==> config.mk <==
export PLATFORM = sky130hd
export DESIGN_NAME = id3_text_to_utf8
export DESIGN_NICKNAME = d
export VERILOG_FILES = /design/src/id3u8_pkg.sv /design/src/id3u8_front.sv /design/src/id3u8_jobq.sv /design/src/id3u8_back.sv /design/src/id3_text_to_utf8.sv
export SDC_FILE = /design/constraint.sdc
export NUM_CORES = 1
export LEC_CHECK = 0
export ABC_CLOCK_PERIOD_IN_PS = 8700
export BUFFER_PORTS_ARGS = -buffer_cell sky130_fd_sc_hd__buf_2
export CORE_MARGIN = 4
export CORE_UTILIZATION = 45
export CTS_BUF_LIST = sky130_fd_sc_hd__clkbuf_8
export DETAILED_ROUTE_END_ITERATION = 10
export PLACE_DENSITY = 0.73
export SYNTH_ARGS = -nofsm -noshare
export SYNTH_HDL_FRONTEND = slang
export SYNTH_HIERARCHICAL = 1
export SYNTH_SLANG_ARGS = --single-unit
==> constraint.sdc <==
create_clock -name clk -period 8.7 [get_ports clk]
set_input_delay 1.305 -clock clk [delete_from_list [all_inputs] [get_ports clk]]
set_output_delay 1.305 -clock clk [all_outputs]
set_load 0.05 [all_outputs]
==> src/id3u8_pkg.sv <==
// Package with shared types and constants for the ID3 text to UTF-8 converter.
`timescale 1ns / 1ps

package id3u8_pkg;

  localparam int CAP_W = 13;
  localparam logic [CAP_W-1:0] CAP_RESET = 13'd256;
  localparam int JOBQ_DEPTH = 2;

  typedef enum logic [1:0] {
    MODE_LATIN1 = 2'd0,
    MODE_UTF8   = 2'd1,
    MODE_UTF16  = 2'd2
  } mode_t;

  localparam logic [7:0] ENC_LATIN1 = 8'd0;
  localparam logic [7:0] ENC_UTF16_BOM = 8'd1;
  localparam logic [7:0] ENC_UTF16_BE = 8'd2;
  localparam logic [7:0] ENC_UTF8 = 8'd3;

  typedef struct packed {
    logic [7:0] in_byte;
    logic       in_last;
  } in_word_t;

  typedef struct packed {
    logic [7:0] out_byte;
    logic       out_last;
  } out_word_t;

  // One accepted input byte turns into up to three data bytes and a terminator.
  typedef struct packed {
    logic [2:0][7:0] bytes;
    logic [1:0]      count;
    logic            term;
  } job_t;

endpackage

==> src/id3u8_front.sv <==
// Front end: decodes the encoding and code units and builds output jobs.
`timescale 1ns / 1ps

module id3u8_front (
  input  logic                       clk,
  input  logic                       rst,
  input  logic                       cfg_we,
  input  logic [id3u8_pkg::CAP_W-1:0] cfg_data,
  input  logic                       accept,
  input  id3u8_pkg::in_word_t        in_data,
  output logic                       job_push,
  output id3u8_pkg::job_t            job
);
  import id3u8_pkg::*;

  logic [CAP_W-1:0] out_capacity;
  logic             at_start, at_start_next;
  mode_t            mode, mode_next;
  logic             big_endian, big_endian_next;
  logic             first_pair, first_pair_next;
  logic [7:0]       held_byte, held_byte_next;
  logic             have_held, have_held_next;
  logic             stopped, stopped_next;
  logic [CAP_W-1:0] written_count, written_count_next;

  logic        unit_en;
  logic        raw_en;
  logic [15:0] unit;
  logic [1:0]  need;
  logic        fits;
  logic        is_mark;
  logic [7:0]  b;

  assign b = in_data.in_byte;

  always_comb begin
    if (unit < 16'h0080) begin
      need = 2'd1;
    end else if (unit < 16'h0800) begin
      need = 2'd2;
    end else begin
      need = 2'd3;
    end
    if (raw_en) begin
      need = 2'd1;
    end
  end

  assign fits = ({1'b0, written_count} + {12'd0, need}) < {1'b0, out_capacity};

  always_comb begin
    at_start_next = at_start;
    mode_next = mode;
    big_endian_next = big_endian;
    first_pair_next = first_pair;
    held_byte_next = held_byte;
    have_held_next = have_held;
    stopped_next = stopped;
    written_count_next = written_count;
    unit_en = 1'b0;
    raw_en = 1'b0;
    unit = {8'd0, b};
    is_mark = 1'b0;
    job = '0;

    if (at_start) begin
      if (b == ENC_LATIN1) begin
        mode_next = MODE_LATIN1;
      end else if (b == ENC_UTF8) begin
        mode_next = MODE_UTF8;
      end else begin
        mode_next = MODE_UTF16;
      end
      big_endian_next = (b == ENC_UTF16_BE);
      first_pair_next = (b == ENC_UTF16_BOM);
      have_held_next = 1'b0;
      at_start_next = 1'b0;
    end else if (!stopped) begin
      unique case (mode)
        MODE_LATIN1: begin
          if (b == 8'd0) begin
            stopped_next = 1'b1;
          end else begin
            unit_en = 1'b1;
          end
        end
        MODE_UTF8: begin
          if (b == 8'd0) begin
            stopped_next = 1'b1;
          end else begin
            unit_en = 1'b1;
            raw_en = 1'b1;
          end
        end
        default: begin
          if (!have_held) begin
            held_byte_next = b;
            have_held_next = 1'b1;
          end else begin
            have_held_next = 1'b0;
            big_endian_next = big_endian;
            if (first_pair) begin
              first_pair_next = 1'b0;
              if (held_byte == 8'hFF && b == 8'hFE) begin
                big_endian_next = 1'b0;
                is_mark = 1'b1;
              end else if (held_byte == 8'hFE && b == 8'hFF) begin
                big_endian_next = 1'b1;
                is_mark = 1'b1;
              end
            end
            unit = big_endian ? {held_byte, b} : {b, held_byte};
            if (!is_mark) begin
              if (unit == 16'd0) begin
                stopped_next = 1'b1;
              end else begin
                unit_en = 1'b1;
              end
            end
          end
        end
      endcase
    end

    if (unit_en && fits) begin
      job.count = need;
      written_count_next = written_count + {{(CAP_W-2){1'b0}}, need};
      if (raw_en || need == 2'd1) begin
        job.bytes[0] = unit[7:0];
      end else if (need == 2'd2) begin
        job.bytes[0] = {3'b110, unit[10:6]};
        job.bytes[1] = {2'b10, unit[5:0]};
      end else begin
        job.bytes[0] = {4'b1110, unit[15:12]};
        job.bytes[1] = {2'b10, unit[11:6]};
        job.bytes[2] = {2'b10, unit[5:0]};
      end
    end

    if (in_data.in_last) begin
      job.term = 1'b1;
      at_start_next = 1'b1;
      mode_next = MODE_LATIN1;
      big_endian_next = 1'b0;
      first_pair_next = 1'b1;
      held_byte_next = 8'd0;
      have_held_next = 1'b0;
      stopped_next = 1'b0;
      written_count_next = '0;
    end
  end

  assign job_push = accept && (job.count != 2'd0 || job.term);

  always_ff @(posedge clk) begin
    if (rst) begin
      out_capacity <= CAP_RESET;
    end else if (cfg_we) begin
      out_capacity <= cfg_data;
    end
  end

  always_ff @(posedge clk) begin
    if (rst) begin
      at_start <= 1'b1;
      mode <= MODE_LATIN1;
      big_endian <= 1'b0;
      first_pair <= 1'b1;
      held_byte <= 8'd0;
      have_held <= 1'b0;
      stopped <= 1'b0;
      written_count <= '0;
    end else if (accept) begin
      at_start <= at_start_next;
      mode <= mode_next;
      big_endian <= big_endian_next;
      first_pair <= first_pair_next;
      held_byte <= held_byte_next;
      have_held <= have_held_next;
      stopped <= stopped_next;
      written_count <= written_count_next;
    end
  end

endmodule

==> src/id3u8_jobq.sv <==
// Small register queue of jobs between the front end and the back end.
`timescale 1ns / 1ps

module id3u8_jobq #(
  parameter int Depth = id3u8_pkg::JOBQ_DEPTH
) (
  input  logic            clk,
  input  logic            rst,
  input  logic            wr,
  input  id3u8_pkg::job_t wr_job,
  input  logic            rd,
  output logic            q_full,
  output logic            q_valid,
  output id3u8_pkg::job_t rd_job
);
  import id3u8_pkg::*;

  localparam int PtrW = (Depth > 1) ? $clog2(Depth) : 1;
  localparam int CntW = $clog2(Depth + 1);
  localparam logic [PtrW-1:0] PtrLast = PtrW'(Depth - 1);
  localparam logic [CntW-1:0] CntFull = CntW'(Depth);

  job_t            slots [Depth];
  logic [PtrW-1:0] wr_ptr;
  logic [PtrW-1:0] rd_ptr;
  logic [CntW-1:0] fill;
  logic            do_wr;
  logic            do_rd;

  assign q_full = (fill == CntFull);
  assign q_valid = (fill != '0);
  assign rd_job = slots[rd_ptr];
  assign do_wr = wr && !q_full;
  assign do_rd = rd && q_valid;

  always_ff @(posedge clk) begin
    if (do_wr) begin
      slots[wr_ptr] <= wr_job;
    end
  end

  always_ff @(posedge clk) begin
    if (rst) begin
      wr_ptr <= '0;
      rd_ptr <= '0;
      fill <= '0;
    end else begin
      if (do_wr) begin
        wr_ptr <= (wr_ptr == PtrLast) ? '0 : wr_ptr + 1'b1;
      end
      if (do_rd) begin
        rd_ptr <= (rd_ptr == PtrLast) ? '0 : rd_ptr + 1'b1;
      end
      if (do_wr && !do_rd) begin
        fill <= fill + 1'b1;
      end else if (do_rd && !do_wr) begin
        fill <= fill - 1'b1;
      end
    end
  end

endmodule

==> src/id3u8_back.sv <==
// Back end: walks each job and sends its bytes through the output register.
`timescale 1ns / 1ps

module id3u8_back (
  input  logic                 clk,
  input  logic                 rst,
  input  logic                 q_valid,
  input  id3u8_pkg::job_t      cur_job,
  output logic                 q_rd,
  input  logic                 pop,
  output logic                 empty,
  output id3u8_pkg::out_word_t out_data
);
  import id3u8_pkg::*;

  logic       out_valid;
  out_word_t  out_reg;
  logic [1:0] idx;
  logic [2:0] total;
  logic       load;
  logic       done;
  out_word_t  piece;

  assign total = {1'b0, cur_job.count} + {2'd0, cur_job.term};
  assign load = q_valid && (!out_valid || pop);
  assign done = ({1'b0, idx} + 3'd1) == total;
  assign q_rd = load && done;

  always_comb begin
    if ({1'b0, idx} < {1'b0, cur_job.count}) begin
      piece.out_byte = cur_job.bytes[idx];
      piece.out_last = 1'b0;
    end else begin
      piece.out_byte = 8'd0;
      piece.out_last = 1'b1;
    end
  end

  always_ff @(posedge clk) begin
    if (load) begin
      out_reg <= piece;
    end
  end

  always_ff @(posedge clk) begin
    if (rst) begin
      out_valid <= 1'b0;
      idx <= '0;
    end else begin
      if (load) begin
        out_valid <= 1'b1;
        idx <= done ? 2'd0 : idx + 2'd1;
      end else if (pop) begin
        out_valid <= 1'b0;
      end
    end
  end

  assign empty = !out_valid;
  assign out_data = out_reg;

endmodule

==> src/id3_text_to_utf8.sv <==
// A word's first result is written into the job queue and then loaded into the output register.
// Throughput: one input word per cycle while the job queue has room; results leave at
// one word per cycle while pop is held, set by the single output register, so a byte
// that expands to three UTF-8 bytes leaves as three output words.
// Reset: synchronous; clears the decoder state, queue and output, capacity returns to 256.
`timescale 1ns / 1ps

module id3_text_to_utf8 #(
  parameter int JobQDepth = id3u8_pkg::JOBQ_DEPTH
) (
  input  logic                        clk,
  input  logic                        rst,
  input  logic                        cfg_we,
  input  logic [id3u8_pkg::CAP_W-1:0] cfg_data,
  input  logic                        push,
  output logic                        full,
  input  id3u8_pkg::in_word_t         in_data,
  output logic                        empty,
  input  logic                        pop,
  output id3u8_pkg::out_word_t        out_data
);
  import id3u8_pkg::*;

  logic accept;
  logic job_push;
  job_t job;
  logic q_full;
  logic q_valid;
  logic q_rd;
  job_t head_job;

  assign full = q_full;
  assign accept = push && !q_full;

  id3u8_front u_front (
    .clk      (clk),
    .rst      (rst),
    .cfg_we   (cfg_we),
    .cfg_data (cfg_data),
    .accept   (accept),
    .in_data  (in_data),
    .job_push (job_push),
    .job      (job)
  );

  id3u8_jobq #(
    .Depth (JobQDepth)
  ) u_jobq (
    .clk     (clk),
    .rst     (rst),
    .wr      (job_push),
    .wr_job  (job),
    .rd      (q_rd),
    .q_full  (q_full),
    .q_valid (q_valid),
    .rd_job  (head_job)
  );

  id3u8_back u_back (
    .clk      (clk),
    .rst      (rst),
    .q_valid  (q_valid),
    .cur_job  (head_job),
    .q_rd     (q_rd),
    .pop      (pop),
    .empty    (empty),
    .out_data (out_data)
  );

endmodule

==> metrics, run 1 <==
run status=complete, no violations; vias per cell=5.70; worst path arrival time=7.12 ns; most numerous cell in the Yosys netlist=edfxtp_1; Synth Register Bits=112; fmax=141 MHz; Placeable Area=13800 sq um; clk slew on worst S/H paths=0.10 ns; synth top area cells=edfxtp_1 (30%), dfxtp_1 (15%), mux2_2 (5.5%), mux2i_1 (4.1%), ha_1 (3.7%); ys async rst share=0%; Worst Hold Class=register to register; Synth Flop Type=edfxtp_1; Num CTS Buffers=9; Clk pwr share=22.4%; Setup CP Type=input pin to register; cell row count=43; io pins=38; combinational share of power=30.0%; synth warn=6; worst hold slack=0.498 ns; period utilization=81.7%; Critical Path RT=8.71 ns; die span in x=127 um; Final GP Congestion=0.977; CTS tree=built; maximum clock path buffer count=2; Final Hold Viols=0; Peak supply drop=0.000106 V; RSZ-0062 raised after global routing=no; number of routed nets with antenna violations=0; Post-synth EDFFs=63; grt ovf=0; die height=127 um; leading area contributor after synthesis=edfxtp_1; Initial Util=45.9%; final max-slew violation count=0; Sw Pwr=509 uW; # nets final=655; port bufs=37; Syn Area/Cell=10.6 sq um; Via Count=4523; PostCTS Resize Cnt=0; drt total wl=12800 um; fillers=1255; Max Cap Viol=0; clock skew=0.0125 ns; global-route total usage across every layer=16.3%; Hold Buf Count CTS=0; wire per inst=16.2 um; n_diodes=0; first-pass GRT wire length=21600 um; post-route minimum period=7.11 ns; Cells after Synth=598; H-tree Lvls=3; largest net degree at the start of global routing=50; layout cells sized above 1=21.5%; CP startpoint kind=input pin; Clock Root Buffer=clkbuf_8; endpoint class of the critical path=register; Cell Int Power=939 uW; Setup violations, final=0; Worst Tran Pin Value=1.04 ns; Residual DRC=0; setup TNS=0 ns; Iteration-0 DRC Markers=324; max_slew headroom=30.3%; Net Sw Frac=35.1%; DP HPWL=9150 um; Die ar.=16100 sq um; post-CTS setup buffers=0; vias in the first global route=4492; cell leakage power=0.00237 uW; maximum net fanout on the critical path=27; drt pass-1 iters=5; clock sink count=112; clk_lat worst skew=0.38 ns; initial antenna violation count=0; commonest cells in the netlist=edfxtp_1 (63), nor2_1 (58), dfxtp_1 (49); Mapped Area=6350 sq um; register area share after synthesis=45.3%; Reg power frac=47.6%; Synth top area share=29.8%; depth of the worst register-to-register path=21; Synth-to-Final Area Change=5.40%; Min-Delay Path Depth=2; Power Dens Cells=216 nW/um^2; library cells used by synthesis=79
## cell families after synthesis
kind of cell | after synthesis | synth area share, %
XOR/XNOR | 19 | 2.62
AND/OR/NAND/NOR | 202 | 16.6
adder cells (fa/ha/maj) | 20 | 4.06
AO/OA/AOI/OAI | 110 | 13.3
other | 1 | 0.0591
flip-flops | 112 | 45.3
multiplexers | 66 | 11.7
buffers and inverters | 68 | 6.35
## cell usage in the layout (no fill, tap or decap), types with 19 or more instances in the layout
master and instances:
edfxtp_1 63, nor2_1 58, dfxtp_1 49, nand2_1 47
buf_2 37, mux2_2 31, mux2i_1 26, a21oi_1 24
inv_1 22, nand3_1 20, ha_1 19
## per-layer routing
metal	vias up	share of wire, %	global-route usage (%)
met2	110	48	27.2
met5	-	0	0
li1	2210	-	-
met4	0	1.8	5.49
met1	2186	46	21.4
met3	17	4.5	3.12
## per-stage QoR
step	instances	area [sq um]	worst slack (ns)	util, %	total power [uW]
floorplan	599	6350	2.22	-	1060
global placement	777	6480	1.53	46.9	1120
detailed placement	777	6480	1.24	46.9	1140
CTS	793	6690	1.64	48.4	1470
global route	793	6690	1.17	48.4	1530
finish	793	6690	1.59	48.4	1450
## power groups by stage
| stage | sequential, uW | clock, uW | combinational, uW |
|---|---|---|---|
| floorplan | 765 | 0 | 290 |
| global placement | 698 | 0 | 426 |
| detailed placement | 703 | 0 | 436 |
| CTS | 690 | 336 | 438 |
| global route | 697 | 360 | 473 |
| finish | 690 | 325 | 434 |
## layout make-up
type / instances / area, sq um / share of cell area, %
multi-input combinational: 419 / 3080 / 46.0
sequential: 112 / 2870 / 42.9
tap: 180 / 225 / 3.37
timing repair buffer: 41 / 215 / 3.22
clock buffer: 9 / 124 / 1.85
inverter: 25 / 93.8 / 1.40
clock inverter: 7 / 83.8 / 1.25
## critical path: stages
cell	delay (ns)
buf_2	0.14
or3_1	0.40
nor4_2	0.40
nor4_1	0.12
a31o_2	0.33
inv_2	0.17
nand2_1	0.09
ha_1	0.24
fa_1	0.46
and3_1	0.23
and3_1	0.22
nand3_1	0.12
xnor2_1	0.16
ha_1	0.27
nand2_1	0.08
o21ai_0	0.12
a211oi_1	0.35
o21ai_2	0.29
nand2b_1	0.23
a21oi_1	0.16
inv_1	0.08
or3_1	0.37
inv_1	0.77
## final timing paths
kind                                              from                                   end  slack (ns)
hold / removal    u_front/out_capacity[8]$_SDFFE_PP1P_  u_front/out_capacity[8]$_SDFFE_PP1P_        0.50
hold reg to reg   u_front/out_capacity[8]$_SDFFE_PP1P_  u_front/out_capacity[8]$_SDFFE_PP1P_        0.50
setup reg to reg         u_front/at_start$_SDFFE_PP1P_         u_jobq/slots[0][25]$_DFFE_PP_        1.90
setup / recovery                            in_data[6]         u_jobq/slots[0][25]$_DFFE_PP_        1.59
## registers in the layout (all words and copies together), names as in the netlist, named ones only
| register | flops |
|---|---|
| u_jobq/slots | 54 |
| u_front/out_capacity | 13 |
| u_front/written_count | 13 |
| u_back/out_data | 9 |
| u_front/held_byte | 8 |
| u_back/idx | 2 |
| u_front/mode | 2 |
| u_jobq/fill | 2 |
| u_back/out_valid | 1 |
| u_front/at_start | 1 |
| u_front/big_endian | 1 |
| u_front/first_pair | 1 |
| u_front/have_held | 1 |
| u_front/stopped | 1 |
| u_jobq/rd_ptr | 1 |
| u_jobq/wr_ptr | 1 |
(Power assumes the default switching activity.)
==> inputs of run 2 (changes only) <==
Settings changed: ABC_CLOCK_PERIOD_IN_PS 8700 to 7300.
Clock period 8.7 ns to 7.3 ns, I/O delays scaled along.
==> metrics, run 2 (synthesis gave the netlist of run 1 again) <==
run status=complete, no violations; worst hold slack=0.494 ns (-0.00339 ns); clk slew on worst S/H paths=0.10 ns (about the same); Peak supply drop=0.000147 V (+39%); Synth-to-Final Area Change=5.52%; vias in the first global route=4363 (-2.9%); Net Sw Frac=35.0% (-0.18 points); Clock Root Buffer=clkbuf_8; Critical Path RT=7.62 ns (-1.09 ns); cell row count=43 (unchanged); largest net degree at the start of global routing=50 (unchanged); Power Dens Cells=256 nW/um^2 (+18%); Worst Tran Pin Value=1.00 ns (-0.0410 ns); n_diodes=0 (unchanged); Largest stage delay, worst path=0.56 ns (-0.21 ns); Sw Pwr=600 uW (+18%); Top Registers=u_jobq/slots (54), u_front/out_capacity (13), u_front/written_count (13); clk_lat worst skew=0.40 ns (+0.02 ns); endpoint class of the critical path=register; post-route minimum period=6.42 ns; clock skew=0.0222 ns (+0.00967 ns); final max-slew violation count=0 (unchanged); Placeable Area=13800 sq um (unchanged); vias per cell=5.71 (+0.10%); grt ovf=0 (unchanged); fin cells=795 (+0.25%); Iteration-0 DRC Markers=380 (+17%); period utilization=88.0%; Num CTS Buffers=9 (unchanged); cell leakage power=0.00238 uW (+0.16%); Inst Count DP=779 (+0.26%); Final GP Congestion=0.909 (-7.0%); die height=127 um (unchanged); port bufs=37 (unchanged); Max Cap Viol=0 (unchanged); fmax=156 MHz; Setup violations, final=0 (unchanged); drt total wl=12800 um (about the same); combinational share of power=30.2% (+0.2 points); CTS tree=built; Cell Int Power=1120 uW (+19%); maximum clock path buffer count=2 (unchanged); Residual DRC=0 (unchanged); Setup CP Type=input pin to register; Initial Util=45.9% (unchanged); post-CTS setup buffers=0 (unchanged); Reg with most FFs=u_jobq/slots; Hold Buf Count CTS=0 (unchanged); io pins=38 (unchanged); setup TNS=0 ns (unchanged); CP startpoint kind=input pin; commonest cells after routing, fill and taps aside=edfxtp_1 (63), nor2_1 (58), dfxtp_1 (49), nand2_1 (47), buf_2 (37); # nets final=657 (+0.31%); max reg flops=54 (unchanged); Worst path slowest cell=o21ai_2; maximum net fanout on the critical path=15 (-44%); layout cells sized above 1=21.6% (+0.093 points); wire per inst=16.1 um (-0.28%); post-layout power=1720 uW (+19%); commonest non-fill, non-tap cell in the layout=edfxtp_1; die span in x=127 um (unchanged); worst path arrival time=6.74 ns (-0.38 ns); first-pass GRT wire length=21500 um (-0.51%); initial antenna violation count=0 (unchanged); Reg power frac=47.8% (+0.2 points); crit-path most repeated cell=ha_1; Final Hold Viols=0 (unchanged); global-route total usage across every layer=16.3% (-0.025 points); clock sink count=112 (unchanged); RSZ-0062 raised after global routing=no; Setup WS pre-CTS=0.576 ns (-0.668 ns); number of routed nets with antenna violations=0 (unchanged); Via Count=4539 (+0.35%); max_slew headroom=32.7% (+2.4 points); PnR worst setup slack=0.879 ns (-0.712 ns); Clk pwr share=22.1% (-0.3 points); Worst Hold Class=register to register; H-tree Lvls=3 (unchanged); Die ar.=16100 sq um (unchanged); PostCTS Resize Cnt=0 (unchanged); DP HPWL=9070 um (-0.91%); fillers=1250 (-0.40%); drt pass-1 iters=5 (unchanged)
-- run 2: layer usage --
metal / up-vias / track usage (%) / share of wire (%)
met5: - / 0 / 0
met3: 16 / 2.69 / 4.6
met1: 2174 / 21.7 / 45
met2: 141 / 26.7 / 48
met4: 0 / 6.31 / 1.6
li1: 2208 / - / -
-- run 2: power by group through the flow --
stage                     clock network [uW]  registers, uW  logic, uW
after floorplan                            0            912        346
after global placement                     0            831        510
after detailed placement                   0            836        520
after CTS                                394            821        522
after global routing                     419            831        566
final                                    379            820        518
-- run 2: critical path, delay by kind of cell --
family	cells	cell delay, ns
and+or+nand+nor	11	2.27
adders and majority gates	4	1.30
buffers and inverters	3	0.40
xor gates and xnor gates	1	0.11
AOI/OAI and AO/OA	6	1.55
-- run 2: through the flow --
stage          utilization [%]  instance area (sq um)
2_1_floorplan                -                   6350
3_3_place_gp              47.0                   6500
3_5_place_dp              47.0                   6500
4_1_cts                   48.4                   6700
5_1_grt                   48.4                   6700
6_report                  48.4                   6700
-- run 2: area by class of cell --
cell class / instances / area (sq um) / share of cell area [%]
Inverter: 25 / 93.8 / 1.40
Clock buffer: 9 / 124 / 1.85
Timing Repair Buffer: 43 / 230 / 3.44
Multi-Input combinational cell: 419 / 3080 / 45.9
Clock inverter: 7 / 76.3 / 1.14
Tap cell: 180 / 225 / 3.36
Sequential cell: 112 / 2870 / 42.9
-- run 2: path summary, 6_finish.rpt --
kind              depth (start not counted)                            start                           to  slack [ns]
setup / recovery                         25                       in_data[6]  u_jobq/fill[1]$_SDFFE_PP0P_        0.88
hold / removal                            2       u_jobq/wr_ptr$_SDFFE_PP0P_   u_jobq/wr_ptr$_SDFFE_PP0P_        0.49
setup reg to reg                         24  u_front/big_endian$_SDFFE_PP0P_  u_jobq/fill[1]$_SDFFE_PP0P_        1.00
hold reg to reg                           2       u_jobq/wr_ptr$_SDFFE_PP0P_   u_jobq/wr_ptr$_SDFFE_PP0P_        0.49
